--- src/hdl/sws_pkg.sv ---
// Package with the word types, codes and segment table of the stopwatch scanner.
`default_nettype none

package sws_pkg;

    // Input word: what kind of slot and the stopwatch mode.
    typedef struct packed {
        logic       kind;
        logic [1:0] mode;
    } item_t;

    // Result word: optional display frame plus the digits after the item.
    typedef struct packed {
        logic        frame_valid;
        logic [15:0] frame;
        logic [3:0]  tenths;
        logic [3:0]  sec_units;
        logic [2:0]  sec_tens;
        logic [3:0]  minutes;
    } result_t;

    // The four stopwatch digits as they travel between modules.
    typedef struct packed {
        logic [3:0] tenths;
        logic [3:0] sec_units;
        logic [2:0] sec_tens;
        logic [3:0] minutes;
    } digits_t;

    // Item kinds.
    localparam logic KIND_TICK    = 1'b0;
    localparam logic KIND_REFRESH = 1'b1;

    // Mode codes; any other code behaves as hold.
    localparam logic [1:0] MODE_CLEAR = 2'd0;
    localparam logic [1:0] MODE_RUN   = 2'd1;
    localparam logic [1:0] MODE_HOLD  = 2'd2;

    // Display numbers held in the selection register.
    localparam logic [2:0] DISP_TENTHS    = 3'd1;
    localparam logic [2:0] DISP_SEC_UNITS = 3'd2;
    localparam logic [2:0] DISP_SEC_TENS  = 3'd3;
    localparam logic [2:0] DISP_MINUTES   = 3'd4;

    // Frame constants.
    localparam logic [15:0] FRAME_DARK = 16'h00FF;
    localparam logic [7:0]  SEG_BAD    = 8'hFE;
    localparam logic [7:0]  POINT_ON   = 8'hFE;

    // Reset value of the ticks-per-tenth register.
    localparam logic [15:0] PERIOD_RESET = 16'd100;

    // Active-low segment byte for a digit: bit 0 is the point, bits 7..1 are a..g.
    function automatic logic [7:0] seg_of(input logic [3:0] digit);
        logic [7:0] code;
        unique case (digit)
            4'd0:    code = 8'h03;
            4'd1:    code = 8'h9F;
            4'd2:    code = 8'h25;
            4'd3:    code = 8'h0D;
            4'd4:    code = 8'h99;
            4'd5:    code = 8'h49;
            4'd6:    code = 8'h41;
            4'd7:    code = 8'h1F;
            4'd8:    code = 8'h01;
            4'd9:    code = 8'h09;
            default: code = SEG_BAD;
        endcase
        return code;
    endfunction

endpackage

`default_nettype wire

--- src/hdl/sws_time.sv ---
// Prescaler, period register and BCD digit counters of the stopwatch.
`default_nettype none

module sws_time (
    input  wire logic            clk,
    input  wire logic            rst_n,
    input  wire logic            cfg_valid,
    input  wire logic [15:0]     cfg_data,
    input  wire logic            accept,
    input  wire sws_pkg::item_t  item,
    output sws_pkg::digits_t     digits_next
);
    import sws_pkg::*;

    logic [15:0] period_reg;
    logic [15:0] prescaler_reg;
    logic [15:0] prescaler_next;
    digits_t     digits_reg;
    digits_t     cleared;
    digits_t     stepped;
    logic [16:0] pre_inc;
    logic        run_tick;
    logic [4:0]  tenths_inc;
    logic [4:0]  units_inc;
    logic [3:0]  tens_inc;
    logic [4:0]  minutes_inc;

    // A clear applies to every item, before the tick is counted.
    always_comb
    begin
        cleared = digits_reg;
        if (item.mode == MODE_CLEAR)
        begin
            cleared = '0;
        end
    end

    // Prescaler: a zero period completes on every run tick, like a period of one.
    assign run_tick = (item.kind == KIND_TICK) && (item.mode == MODE_RUN);
    assign pre_inc  = {1'b0, prescaler_reg} + 17'd1;

    // BCD carry chain for one added tenth.
    assign tenths_inc  = {1'b0, cleared.tenths} + 5'd1;
    assign units_inc   = {1'b0, cleared.sec_units} + 5'd1;
    assign tens_inc    = {1'b0, cleared.sec_tens} + 4'd1;
    assign minutes_inc = {1'b0, cleared.minutes} + 5'd1;

    always_comb
    begin
        stepped        = cleared;
        prescaler_next = prescaler_reg;
        if (run_tick)
        begin
            if (pre_inc >= {1'b0, period_reg})
            begin
                prescaler_next = '0;
                if (tenths_inc < 5'd10)
                begin
                    stepped.tenths = tenths_inc[3:0];
                end
                else
                begin
                    stepped.tenths = '0;
                    if (units_inc < 5'd10)
                    begin
                        stepped.sec_units = units_inc[3:0];
                    end
                    else
                    begin
                        stepped.sec_units = '0;
                        if (tens_inc < 4'd6)
                        begin
                            stepped.sec_tens = tens_inc[2:0];
                        end
                        else
                        begin
                            stepped.sec_tens = '0;
                            if (minutes_inc >= 5'd10)
                            begin
                                stepped.minutes = '0;
                            end
                            else
                            begin
                                stepped.minutes = minutes_inc[3:0];
                            end
                        end
                    end
                end
            end
            else
            begin
                prescaler_next = pre_inc[15:0];
            end
        end
    end

    assign digits_next = stepped;

    // Digits and prescaler change only on accept, the period on cfg_valid.
    always_ff @(posedge clk or negedge rst_n)
    begin
        if (!rst_n)
        begin
            period_reg    <= PERIOD_RESET;
            prescaler_reg <= '0;
            digits_reg    <= '0;
        end
        else
        begin
            if (cfg_valid)
            begin
                period_reg <= cfg_data;
            end
            if (accept)
            begin
                prescaler_reg <= prescaler_next;
                digits_reg    <= stepped;
            end
        end
    end

endmodule

`default_nettype wire

--- src/hdl/stopwatch_seven_segment_scanner.sv ---
// A result word is registered and appears in the cycle after its item word is accepted.
// Throughput: one item word per cycle; the result register frees up in the same
// cycle its word is taken, so the only stall is a held result.
// Reset (asynchronous, active low) zeroes the digits and the prescaler, selects
// display 1, sets the period to 100 ticks and empties the result register.
`default_nettype none

module stopwatch_seven_segment_scanner (
    input  wire logic             clk,
    input  wire logic             rst_n,
    input  wire logic             cfg_valid,
    output logic                  cfg_ready,
    input  wire logic [15:0]      cfg_data,
    input  wire logic             item_valid,
    output logic                  item_ready,
    input  wire sws_pkg::item_t   item,
    output logic                  result_valid,
    input  wire logic             result_ready,
    output sws_pkg::result_t      result
);
    import sws_pkg::*;

    logic       accept;
    digits_t    digits_next;
    logic [2:0] select_reg;
    logic [2:0] select_next;
    logic [2:0] limit;
    logic       upper_zero;
    logic [15:0] frame;
    result_t    result_reg;
    result_t    result_next;
    logic       result_valid_reg;

    // The period register is always writable.
    assign cfg_ready = 1'b1;

    // Accept whenever the result register is empty or being emptied.
    assign item_ready = !result_valid_reg || result_ready;
    assign accept     = item_valid && item_ready;

    sws_time u_time (
        .clk         (clk),
        .rst_n       (rst_n),
        .cfg_valid   (cfg_valid),
        .cfg_data    (cfg_data),
        .accept      (accept),
        .item        (item),
        .digits_next (digits_next)
    );

    // Frame for the display selected now; points lit on displays 2 and 4.
    always_comb
    begin
        unique case (select_reg)
            DISP_TENTHS:
                frame = {8'h80, seg_of(digits_next.tenths)};
            DISP_SEC_UNITS:
                frame = {8'h40, seg_of(digits_next.sec_units) & POINT_ON};
            DISP_SEC_TENS:
                frame = {8'h20, seg_of({1'b0, digits_next.sec_tens})};
            DISP_MINUTES:
                frame = {8'h10, seg_of(digits_next.minutes) & POINT_ON};
            default:
                frame = FRAME_DARK;
        endcase
    end

    // Rotate only over the displays that the leading nonzero digits need.
    assign upper_zero = (digits_next.sec_units == '0) && (digits_next.sec_tens == '0)
                        && (digits_next.minutes == '0);

    always_comb
    begin
        priority if (digits_next.minutes != '0)
        begin
            limit = DISP_MINUTES;
        end
        else if (digits_next.sec_tens != '0)
        begin
            limit = DISP_SEC_TENS;
        end
        else
        begin
            limit = DISP_SEC_UNITS;
        end

        if (upper_zero || (select_reg >= limit))
        begin
            select_next = DISP_TENTHS;
        end
        else
        begin
            select_next = select_reg + 3'd1;
        end
    end

    // Assemble the result word.
    always_comb
    begin
        result_next.frame_valid = (item.kind == KIND_REFRESH);
        result_next.frame       = (item.kind == KIND_REFRESH) ? frame : 16'h0000;
        result_next.tenths      = digits_next.tenths;
        result_next.sec_units   = digits_next.sec_units;
        result_next.sec_tens    = digits_next.sec_tens;
        result_next.minutes     = digits_next.minutes;
    end

    // Control registers.
    always_ff @(posedge clk or negedge rst_n)
    begin
        if (!rst_n)
        begin
            select_reg       <= DISP_TENTHS;
            result_valid_reg <= 1'b0;
        end
        else
        begin
            if (accept && (item.kind == KIND_REFRESH))
            begin
                select_reg <= select_next;
            end
            if (accept)
            begin
                result_valid_reg <= 1'b1;
            end
            else if (result_ready)
            begin
                result_valid_reg <= 1'b0;
            end
        end
    end

    // Result payload register.
    always_ff @(posedge clk)
    begin
        if (accept)
        begin
            result_reg <= result_next;
        end
    end

    assign result_valid = result_valid_reg;
    assign result       = result_reg;

    // The selection never leaves the four real displays.
    assert property (@(posedge clk) disable iff (!rst_n)
        (select_reg >= DISP_TENTHS) && (select_reg <= DISP_MINUTES))
        else $error("display selection out of range");

    // A tick result carries no frame bits.
    assert property (@(posedge clk) disable iff (!rst_n)
        (result_valid && !result.frame_valid) |-> (result.frame == 16'h0000))
        else $error("tick result carries a frame");

    // A refresh frame enables exactly one display.
    assert property (@(posedge clk) disable iff (!rst_n)
        (result_valid && result.frame_valid) |-> $onehot(result.frame[15:12]))
        else $error("refresh frame without a single display enable");

    // A clear item yields all-zero digits in its result.
    assert property (@(posedge clk) disable iff (!rst_n)
        (accept && (item.mode == MODE_CLEAR)) |=>
        ((result.tenths == '0) && (result.sec_units == '0)
         && (result.sec_tens == '0) && (result.minutes == '0)))
        else $error("clear did not zero the digits");

    // Digits stay decimal.
    assert property (@(posedge clk) disable iff (!rst_n)
        result_valid |-> ((result.tenths <= 4'd9) && (result.sec_units <= 4'd9)
                          && (result.sec_tens <= 3'd5) && (result.minutes <= 4'd9)))
        else $error("digit out of decimal range");

endmodule

`default_nettype wire

--- config.mk ---
export PLATFORM = sky130hd
export DESIGN_NAME = stopwatch_seven_segment_scanner
export DESIGN_NICKNAME = d
export VERILOG_FILES = /design/src/hdl/sws_pkg.sv /design/src/hdl/sws_time.sv /design/src/hdl/stopwatch_seven_segment_scanner.sv
export SDC_FILE = /design/constraint.sdc
export NUM_CORES = 1
export LEC_CHECK = 0
export BUFFER_PORTS_ARGS = -buffer_cell sky130_fd_sc_hd__clkbuf_2
export CELL_PAD_IN_SITES_DETAIL_PLACEMENT = 1
export CELL_PAD_IN_SITES_GLOBAL_PLACEMENT = 1
export CORE_MARGIN = 3
export CORE_UTILIZATION = 46
export DETAILED_ROUTE_END_ITERATION = 8
export GPL_TIMING_DRIVEN = 0
export HOLD_SLACK_MARGIN = 0.05
export PLACE_DENSITY_LB_ADDON = 0.15
export SLEW_MARGIN = 20
export SYNTH_ARGS = -nofsm -noshare
export SYNTH_HDL_FRONTEND = slang
export SYNTH_SLANG_ARGS = --single-unit
--- constraint.sdc ---
create_clock -name clk -period 6.2 [get_ports clk]
set_input_delay 0.31 -clock clk [delete_from_list [all_inputs] [get_ports clk]]
set_output_delay 0.31 -clock clk [all_outputs]
set_load 0.01 [all_outputs]
Word-level counts from Yosys, hierarchy flattened
Memories as Yosys holds them, arrays and structs flattened.
Cells that the tools add are included.

operators by class
  $add $sub $neg = 6
  magnitude comparators = 6
  eq/ne operators = 5
  mux-type cells = 17
  bitwise gates (word level) = 1
  reduce and logical (&&, ||, !) cells = 16

operator list
  operator                                                    number
  case mux 16 bit (4 select lines)                            1
  two-way mux 15 bit                                          3
  adder 16 x 1 -> 17 bit, second input constant               1
  >= comparator 17 x 16 -> 1 bit                              1
  two-way mux 16 bit                                          1
  two-way mux 4 bit                                           4
  adder 4 x 1 -> 5 bit, second input constant                 3
  two-way mux 11 bit                                          1
  less-than comparator 5 x 4 -> 1 bit, second input constant  2
  two-way mux 3 bit                                           3
  logical NOT 4 bit                                           2
  two-way mux 7 bit                                           1
  equality test 3 x 2 -> 1 bit, second input constant         2
  >= comparator 5 x 4 -> 1 bit, second input constant         1
  logical AND 1 bit                                           5
  adder 3 x 1 -> 4 bit, second input constant                 1
  less-than comparator 4 x 3 -> 1 bit, second input constant  1
  nonzero test 4 bit                                          1
  adder 3 x 1 -> 3 bit, second input constant                 1
  equality test 3 x 1 -> 1 bit, second input constant         1
  equality test 3 bit, second input constant                  1
  >= comparator 3 bit                                         1
  logical NOT 3 bit                                           1
  two-way mux 1 bit                                           3
  8 further kinds                                             9

word-level totals
  register bits after elaboration = 83
  ROM bits = 440
  bits of input ports = 24
  output and inout bits = 35
  memories = 4

memory list
  name              words  width  rd ports  clocked after memory_dff  write ports  line           text
  (name not given)  16     8      1         0                         0            sws_pkg.sv:56  unique case (digit)
  (name not given)  16     8      1         0                         0            sws_pkg.sv:56
  (name not given)  16     8      1         0                         0            sws_pkg.sv:56
  (name not given)  8      7      1         0                         0            sws_pkg.sv:56

Depth between registers and ports, before layout
Gate-level depths: netlist of the first run.

  depth after elaboration = 16
  mapped depth = 23
  depth with buffers taken out = 23

Modules after synthesis
From an unflattened synthesis of the first run, not the netlist that was laid out.

second synthesis, totals
  cells, all modules = 599
  area, all modules = 5502.8 um2

modules (own cells, without submodules)
  module                           times used  cells an instance  area an instance (um2)
  sws_time                         1           390                3291.9
  stopwatch_seven_segment_scanner  1           209                2210.9

Worst setup path after synthesis of the first run
Ideal clock, no wire load.

  path kind = reg-to-reg
  start point = reg u_time.prescaler_reg[0]
  end point = reg select_reg[1]
  setup time = 0.066 ns
  arrival = 5.011 ns
  required time = 6.134 ns
  path slack = 1.123 ns
  stages on the path, launching flop included = 23
  buffers on the path = 0
  period minus slack after synthesis = 5.077 ns
  cell sequence = dfrtp_1 ha_1 and2_1 and2_0 and3_1 and3_1 nand3_1 xnor2_1 ha_1 nand3_1 or3_1 o211a_2 a21oi_2 mux2i_1 ha_1 and2_2 nor2_1 ha_1 nand2b_1 a21o_1 a211o_1 a41oi_1 a22o_1

between the ends
  word-level cells in the longest chain between the ends = 10
  elaborated cells between the ends (all ways) = 16
  classes of those cells = 1 x add/sub; 2 x order compare; 5 x mux; 8 x reduce/logical

RTL lines
  element                           line                                    text
  from (decl)                       sws_time.sv:16                          logic [15:0] prescaler_reg;
  from (signal assigned)            sws_time.sv:116                         prescaler_reg <= prescaler_next;
  adder 16 x 1 -> 17 bit *          sws_time.sv:40                          assign pre_inc = {1'b0, prescaler_reg} + 17'd1;
  >= comparator 17 x 16 -> 1 bit *  sws_time.sv:54                          if (pre_inc >= {1'b0, period_reg})
  two-way mux 15 bit *              sws_time.sv:54
  two-way mux 15 bit *              sws_time.sv:52                          if (run_tick)
  nonzero test 3 bit                stopwatch_seven_segment_scanner.sv:78   else if (digits_next.sec_tens != '0)
  two-way mux 1 bit                 stopwatch_seven_segment_scanner.sv:78
  two-way mux 3 bit                 stopwatch_seven_segment_scanner.sv:74   priority if (digits_next.minutes != '0)
  >= comparator 3 bit               stopwatch_seven_segment_scanner.sv:87   if (upper_zero || (select_reg >= limit))
  logical OR 1 bit *                stopwatch_seven_segment_scanner.sv:87
  two-way mux 3 bit *               stopwatch_seven_segment_scanner.sv:87
  to (signal assigned)              stopwatch_seven_segment_scanner.sv:120  select_reg <= select_next;
  to (decl)                         stopwatch_seven_segment_scanner.sv:25   logic [2:0] select_reg;

Every way passes the cells marked *; elsewhere a longest branch is shown, timed or not.
A chain may end at the register's enable or synchronous reset.

Worst setup path after layout of the first run
  start point = reg u_time.prescaler_reg[0]
  end point = reg select_reg[2]

The elaborated chain is that of the path after synthesis.

==> summary.md, run 1 <==
| Metric | Value |
|---|---|
| CP startpoint kind | register |
| CTS H-Tree Depth | 3 |
| Critical path capture point type | register |
| Largest net degree at the start of global routing | 36 |
| F_max | 172.0 MHz |
| Worst min-delay path class | in2reg |
| Vias post-DR | 4911 |
| Final period utilization | 0.9376 |
| R2r setup slk | 390 ps |
| Gr usage total | 0.2466 |
| Row count | 39 |
| Avg WL per Cell | 19.12 µm |
| Worst-Margin Slew | 833.9 ps |
| Reg2reg start | u_time.prescaler_reg[0] |
| Top_reg_cell synth | dfrtp_1 |
| Ys Warns | 0 |
| Clock root cell | clkbuf_16 |
| Setup tns final | 0 ps |
| Chip Height | 115.9 µm |
| Clock sink count | 79 |
| Post-synth cell types | 75 |
| Total power | 1.294 mW |
| Worst Hold End | u_time.period_reg[14] |
| Layout cell share with drive strength beyond 1 | 0.1800 |
| Post-route ant nets | 0 |
| Via density | 5.903 |
| Total wire length | 15.91 mm |
| CTS Buf Count | 9 |
| R2R Path End | select_reg[2] |
| Peak supply drop | 0.0001358 V |
| Tmin final | 5813 ps |
| Cell Pwr Density | 201.8 nW/µm² |
| Yosys reg bits | 79 |
| Post-Route Skew | 7.502 ps |
| Clock buffer depth | 2 |
| Synthesis-to-finish area growth | 15.37% |
| Slew Limit Fails | 0 |
| Clock-pin slew on the worst setup and hold paths | 60 ps |
| Diode count | 0 |
| WP data required | 6490 ps |
| Async set-reset flop share out of synthesis | 0.6456 |
| Status | complete, no violations |
| Critical Path AT | 6110 ps |
| Core area | 11610 µm² |
| First-pass GRT wire length | 25.68 mm |
| DR iter-0 viols | 249 |
| Boundary pin count | 59 |
| Syn Std Cell Area | 5560 µm² |
| Post-Syn Area per Cell | 9.056 µm² |
| CTS tree | done |
| Post-synth EDFFs | 28 |
| MaxCap Viol Count | 0 |
| Worst Hold Depth | 3 |
| Detailed Routing Iterations Pass 1 | 4 |
| Hpwl dp | 12.20 mm |
| Hold_sp | cfg_data[14] |
| Die ar. | 13440 µm² |
| Vias in the first global route | 5216 |
| GPL Wtd Cong | 0.8774 |
| IO buf count | 53 |
| Commonest non-fill, non-tap cell in the layout | nand2_1 |
| Clk_lat worst skew | 360 ps |
| Max-slew headroom at the worst pin | 0.4389 |
| Endpoints failing setup | 0 |
| Crit-path max FO | 7 |
| Final hold violations | 0 |
| Total grt overflow | 0 |
| Nets@finish | 762 |
| DIE WIDTH | 115.9 µm |
| Worst r2r path cells | 24 |
| Most frequent cells in the layout | nand2_1 (88), o21ai_0 (65), clkbuf_2 (53), ha_1 (53), dfrtp_1 (47) |
| Initial Utilization | 0.4788 |
| Flip-flop count of the largest register after layout | 28 |
| Sequential area share after synthesis | 0.3816 |
| Residual DRC count | 0 |
| Design area | 6415 µm² |
| P_leak | 3.024 nW |
| Mapped Cells | 614 |
| Setup CP Type | reg2reg |
| Initial antenna violation count | 0 |
| Dpl cell area | 6038 µm² |
| Fill cells | 1384 |
-- power by group --
| group | internal [mW] | leakage, nW | switching, mW | total [mW] |
|---|---|---|---|---|
| combinational | 0.0631 | 1.93 | 0.112 | 0.176 |
| sequential | 0.572 | 0.945 | 0.0204 | 0.592 |
| clock | 0.306 | 0.148 | 0.220 | 0.526 |
| total | 0.941 | 3.02 | 0.353 | 1.29 |
-- layer usage --
metal | share of wire | vias up | track usage
li1 | - | 2337 | -
met2 | 0.51 | 106 | 0.4388
met5 | 0 | - | 0
met1 | 0.42 | 2434 | 0.2837
met3 | 0.038 | 34 | 0.04439
met4 | 0.032 | 0 | 0.1222
-- worst max-delay path, stage by stage (launching register included) --
cell and delay [ps]:
dfrtp_1 440, ha_2 270, and2_1 170, and2_1 240, and3_1 270, and3_1 280, nand3_1 130, xnor2_1 170
ha_1 330, nand3_1 220, or3_1 460, o211ai_1 100, buf_4 200, o21ai_4 120, mux2_2 370, ha_1 210
nor2b_2 240, inv_1 90, nor2_1 130, ha_1 240, nand2b_1 140, a21o_1 180, a211o_1 280, a41oi_1 290
a22o_1 180
-- how the worst max path moves through the flow --
stage,from,endpoint,slack (ps),cells after the start
after global routing,u_time.prescaler_reg[2],select_reg[2],-20,24
final,u_time.prescaler_reg[0],select_reg[2],390,24
after global placement,u_time.prescaler_reg[0],select_reg[1],170,23
after floorplan,u_time.prescaler_reg[0],select_reg[1],1120,22
after detailed placement,u_time.prescaler_reg[0],select_reg[2],-120,23
after CTS,u_time.prescaler_reg[0],select_reg[2],30,23
-- cell usage after synthesis, types with 5 or more instances --
library cell	n	area, µm²
nand2_1	88	330.3
buf_4	6	45.04
ha_1	54	675.7
o221ai_1	9	78.83
nor3_1	5	25.02
a31oi_1	7	43.79
nand2b_1	8	50.05
inv_1	43	161.4
and3_1	9	56.30
nand3_1	22	110.1
o211ai_1	5	37.54
nand4_1	7	43.79
mux2_2	5	56.30
xor2_1	9	78.83
edfxtp_1	28	840.8
xnor2_1	7	61.31
and2_1	14	87.58
o21ai_0	65	325.3
mux2i_1	13	130.1
nor2_1	39	146.4
clkbuf_1	11	41.29
nor2b_1	6	37.54
dfrtp_1	47	1176
a21oi_1	20	100.1
-- cell type report --
cell class,instances,area (µm²),area share
timing repair buffer,56,305.3,0.04759
clock buffer,12,267.8,0.04174
multi-input combinational,469,3226,0.5028
inverter,49,186.4,0.02906
sequential,79,2122,0.3308
tap,143,178.9,0.02789
buffer,20,101.3,0.01580
clock inverter,4,27.53,0.004291
-- per-stage QoR --
stage	std cells	hold WS [ps]	setup slack, ps	util
after floorplan	617	14.41	1123	-
after global placement	813	461.3	170.7	0.5180
after detailed placement	814	290.6	-115.3	0.5199
after CTS	831	157.4	32.08	0.5473
after global routing	832	168.3	-18.28	0.5524
final	832	161.4	387.1	0.5524
-- cells by family after synthesis --
group	after synthesis	share of synthesized area
muxes	18	0.03353
other	2	0.001351
AOI/OAI and AO/OA	158	0.1955
and+or+nand+nor	218	0.1895
adders and majority gates	54	0.1215
DFF	79	0.3816
xor gates and xnor gates	16	0.02520
buffers and inverters	69	0.05175
-- what timing repair did --
action,in CTS,in global routing
hold buffers,1,0
setup endpoints to repair,3,8
pin swaps,0,1
buffers inserted,0,1
endpoints found under the hold margin,23,0
gates resized for setup,2,11
Note: power is estimated with default switching activity, not from simulation.
==> run 2: changes to the inputs <==
--- a/config.mk
+++ b/config.mk
@@ -9,7 +9,7 @@
 export CELL_PAD_IN_SITES_DETAIL_PLACEMENT = 1
 export CELL_PAD_IN_SITES_GLOBAL_PLACEMENT = 1
 export CORE_MARGIN = 3
-export CORE_UTILIZATION = 46
+export CORE_UTILIZATION = 49
 export DETAILED_ROUTE_END_ITERATION = 8
 export GPL_TIMING_DRIVEN = 0
 export HOLD_SLACK_MARGIN = 0.05
==> constraint.sdc (replaced) <==
create_clock -name clk -period 6.93 [get_ports clk]
set_input_delay 0.3465 -clock clk [delete_from_list [all_inputs] [get_ports clk]]
set_output_delay 0.3465 -clock clk [all_outputs]
set_load 0.01 [all_outputs]
==> summary.md, run 2 (synthesis gave the netlist of run 1 again) <==
| Metric | Value |
|---|---|
| Status | complete, no violations (unchanged) |
| Post-CTS setup buffer count | 0 (unchanged) |
| CTS Buf Count | 9 (unchanged) |
| Worst-Margin Slew | 1017 ps (was 833.9 ps) |
| Worst min-delay path class | in2async (was in2reg) |
| RSZ-0062 raised after global routing | no |
| Via density | 5.845 (was 5.903) |
| R2R Path End | select_reg[1] (was select_reg[2]) |
| Crit-path max FO | 7 (unchanged) |
| Critical Path AT | 6510 ps (was 6110 ps) |
| Critical path capture point type | register (unchanged) |
| Post-Route Skew | 5.645 ps (was 7.502 ps) |
| Synthesis-to-finish area growth | 13.46% (was 15.37%) |
| Max-slew headroom at the worst pin | 0.3157 (was 0.4389) |
| CP peak stage delay | 470 ps (was 460 ps) |
| Most frequent cells in the layout | nand2_1 (88), o21ai_0 (65), ha_1 (54) (was nand2_1 (88), o21ai_0 (65), clkbuf_2 (53), ha_1 (53), dfrtp_1 (47)) |
| CP most frequent cell | ha_1 (unchanged) |
| Initial Utilization | 0.5063 (was 0.4788) |
| Row count | 38 (was 39) |
| CTS tree | done (unchanged) |
| Residual DRC count | 0 (unchanged) |
| Detailed Routing Iterations Pass 1 | 4 (unchanged) |
| Die ar. | 12660 µm² (was 13440 µm²) |
| DR iter-0 viols | 281 (was 249) |
| Setup CP Type | reg2reg (unchanged) |
| Slowest library cell on the worst path | dfrtp_1 (was or3_1) |
| Clk_lat worst skew | 350 ps (was 360 ps) |
| Worst setup path startpoint | u_time.prescaler_reg[0] (unchanged) |
| Flip-flop count of the largest register after layout | 28 (unchanged) |
| Total wire length | 16.07 mm (was 15.91 mm) |
| Avg WL per Cell | 19.45 µm (was 19.12 µm) |
| Largest net degree at the start of global routing | 52 (was 36) |
| Setup tns final | 0 ps (unchanged) |
| IO buf count | 53 (unchanged) |
| Clock root cell | clkbuf_16 (unchanged) |
| Vias post-DR | 4828 (was 4911) |
| First-pass GRT wire length | 26.89 mm (was 25.68 mm) |
| Clock-pin slew on the worst setup and hold paths | 60 ps (about the same) |
| P_leak | 2.992 nW (was 3.024 nW) |
| GPL Wtd Cong | 0.8765 (was 0.8774) |
| Commonest non-fill, non-tap cell in the layout | nand2_1 (unchanged) |
| CTS H-Tree Depth | 3 (unchanged) |
| Nets@finish | 759 (was 762) |
| Vias in the first global route | 5359 (was 5216) |
| Worst setup endpoint | select_reg[1] (was select_reg[2]) |
| Final period utilization | 0.8993 (was 0.9376) |
| Boundary pin count | 59 (unchanged) |
| R2r setup slk | 700 ps (was 390 ps) |
| Gr usage total | 0.2660 (was 0.2466) |
| Peak supply drop | 0.0001220 V (was 0.0001358 V) |
| Layout cell share with drive strength beyond 1 | 0.1662 (was 0.1800) |
| Reg2reg start | u_time.prescaler_reg[0] (unchanged) |
| DIE WIDTH | 112.5 µm (was 115.9 µm) |
| CP startpoint kind | register (unchanged) |
| Hpwl dp | 12.08 mm (was 12.20 mm) |
| Design area | 6309 µm² (was 6415 µm²) |
| WP data required | 7210 ps (was 6490 ps) |
| Clock buffer depth | 2 (unchanged) |
| MaxCap Viol Count | 0 (unchanged) |
| Fin cells | 826 (was 832) |
| Endpoints failing setup | 0 (unchanged) |
| Diode count | 0 (unchanged) |
| Total grt overflow | 0 (unchanged) |
| Tmin final | 6232 ps (was 5813 ps) |
| Initial antenna violation count | 0 (unchanged) |
| Final hold violations | 0 (unchanged) |
| F_max | 160.5 MHz (was 172.0 MHz) |
| Slew Limit Fails | 0 (unchanged) |
| Worst r2r path cells | 23 (was 24) |
| Placed Cells | 810 (was 814) |
| Chip Height | 112.5 µm (was 115.9 µm) |
| Dpl cell area | 6015 µm² (was 6038 µm²) |
| Post-route ant nets | 0 (unchanged) |
| Cells along the critical path | ha_1 -> and2_1 -> and2_0 -> and3_1 -> and3_1 -> nand3_1 -> xnor2_1 -> ha_1 -> nand3_1 -> or3_1 -> o211ai_1 -> o21ai_2 -> mux2i_2 -> ha_1 -> nor2b_1 -> inv_1 -> nor2_1 -> ha_1 -> nand2b_1 -> a21o_1 -> a211o_1 -> a41oi_1 -> a22o_1 (was ha_2 -> and2_1 -> and2_1 -> and3_1 -> and3_1 -> nand3_1 -> xnor2_1 -> ha_1 -> nand3_1 -> or3_1 -> o211ai_1 -> buf_4 -> o21ai_4 -> mux2_2 -> ha_1 -> nor2b_2 -> inv_1 -> nor2_1 -> ha_1 -> nand2b_1 -> a21o_1 -> a211o_1 -> a41oi_1 -> a22o_1) |
| Cell Pwr Density | 182.8 nW/µm² (was 201.8 nW/µm²) |
| Clock sink count | 79 (unchanged) |
| Core area | 10980 µm² (was 11610 µm²) |
## run 2: changes by cell type in the layout (fill, tap and decap cells not counted), sizes merged
cell	previous run	this run
bufinv	0	1
buf	10	8
clkbuf	77	76
dlygate4sd3	1	0
## run 2: per-stage QoR
stage	utilization	hold WS [ps]	power (mW)	setup WS, ps
floorplan	-	50.91	0.6275	1853
global placement	0.5474	464.8	0.6789	859.5
detailed placement	0.5476	490.5	0.6907	655.3
CTS	0.5740	121.6	1.165	583.2
global route	0.5744	158.0	1.204	141.6
finish	0.5744	95.94	1.153	698.1
## run 2: how the worst min path moves through the flow
stage	startpoint	end	depth (start not counted)
3_5_place_dp	rst_n	u_time.period_reg[1]	1
3_3_place_gp	u_time.digits_reg[6]	u_time.digits_reg[6]	2
5_1_grt	rst_n	u_time.period_reg[1]	1
4_1_cts	rst_n	u_time.period_reg[1]	1
2_1_floorplan	rst_n	result_valid	0
6_report	rst_n	u_time.period_reg[1]	1
## run 2: per-layer routing
metal,part of all wire,global-route usage
met5,0,0
met4,0.024,0.1050
met3,0.032,0.03127
met2,0.53,0.4859
met1,0.42,0.3176
## run 2: timing repair
action	CTS	global route
setup endpoints to repair	0	2
hold buffers	0	0
resized for setup	0	1
## run 2: worst max-delay path: cells and delay by family (launching register included)
| family | cells | cell delay, ps |
|---|---|---|
| adders and majority gates | 4 | 1110 |
| muxes | 1 | 440 |
| DFF | 1 | 470 |
| xor gates and xnor gates | 1 | 170 |
| buffers and inverters | 1 | 120 |
| AOI/OAI and AO/OA | 6 | 1470 |
| and+or+nand+nor | 10 | 2380 |
## run 2: area by class of cell
cell class / count / area (µm²)
Buffer: 20 / 101.3
Fill cell: 1316 / 4674
Inverter: 49 / 186.4
Clock buffer: 11 / 242.7
Timing Repair Buffer: 53 / 267.8
Sequential cell: 79 / 2122
Multi-Input combinational cell: 469 / 3166
Clock inverter: 5 / 47.55
Tap cell: 140 / 175.2
## run 2: where the power goes
| group | total, mW | internal [mW] | switching [mW] |
|---|---|---|---|
| logic | 0.151 | 0.0528 | 0.0984 |
| clock network | 0.470 | 0.285 | 0.185 |
| registers | 0.532 | 0.512 | 0.0200 |
| total | 1.15 | 0.850 | 0.304 |
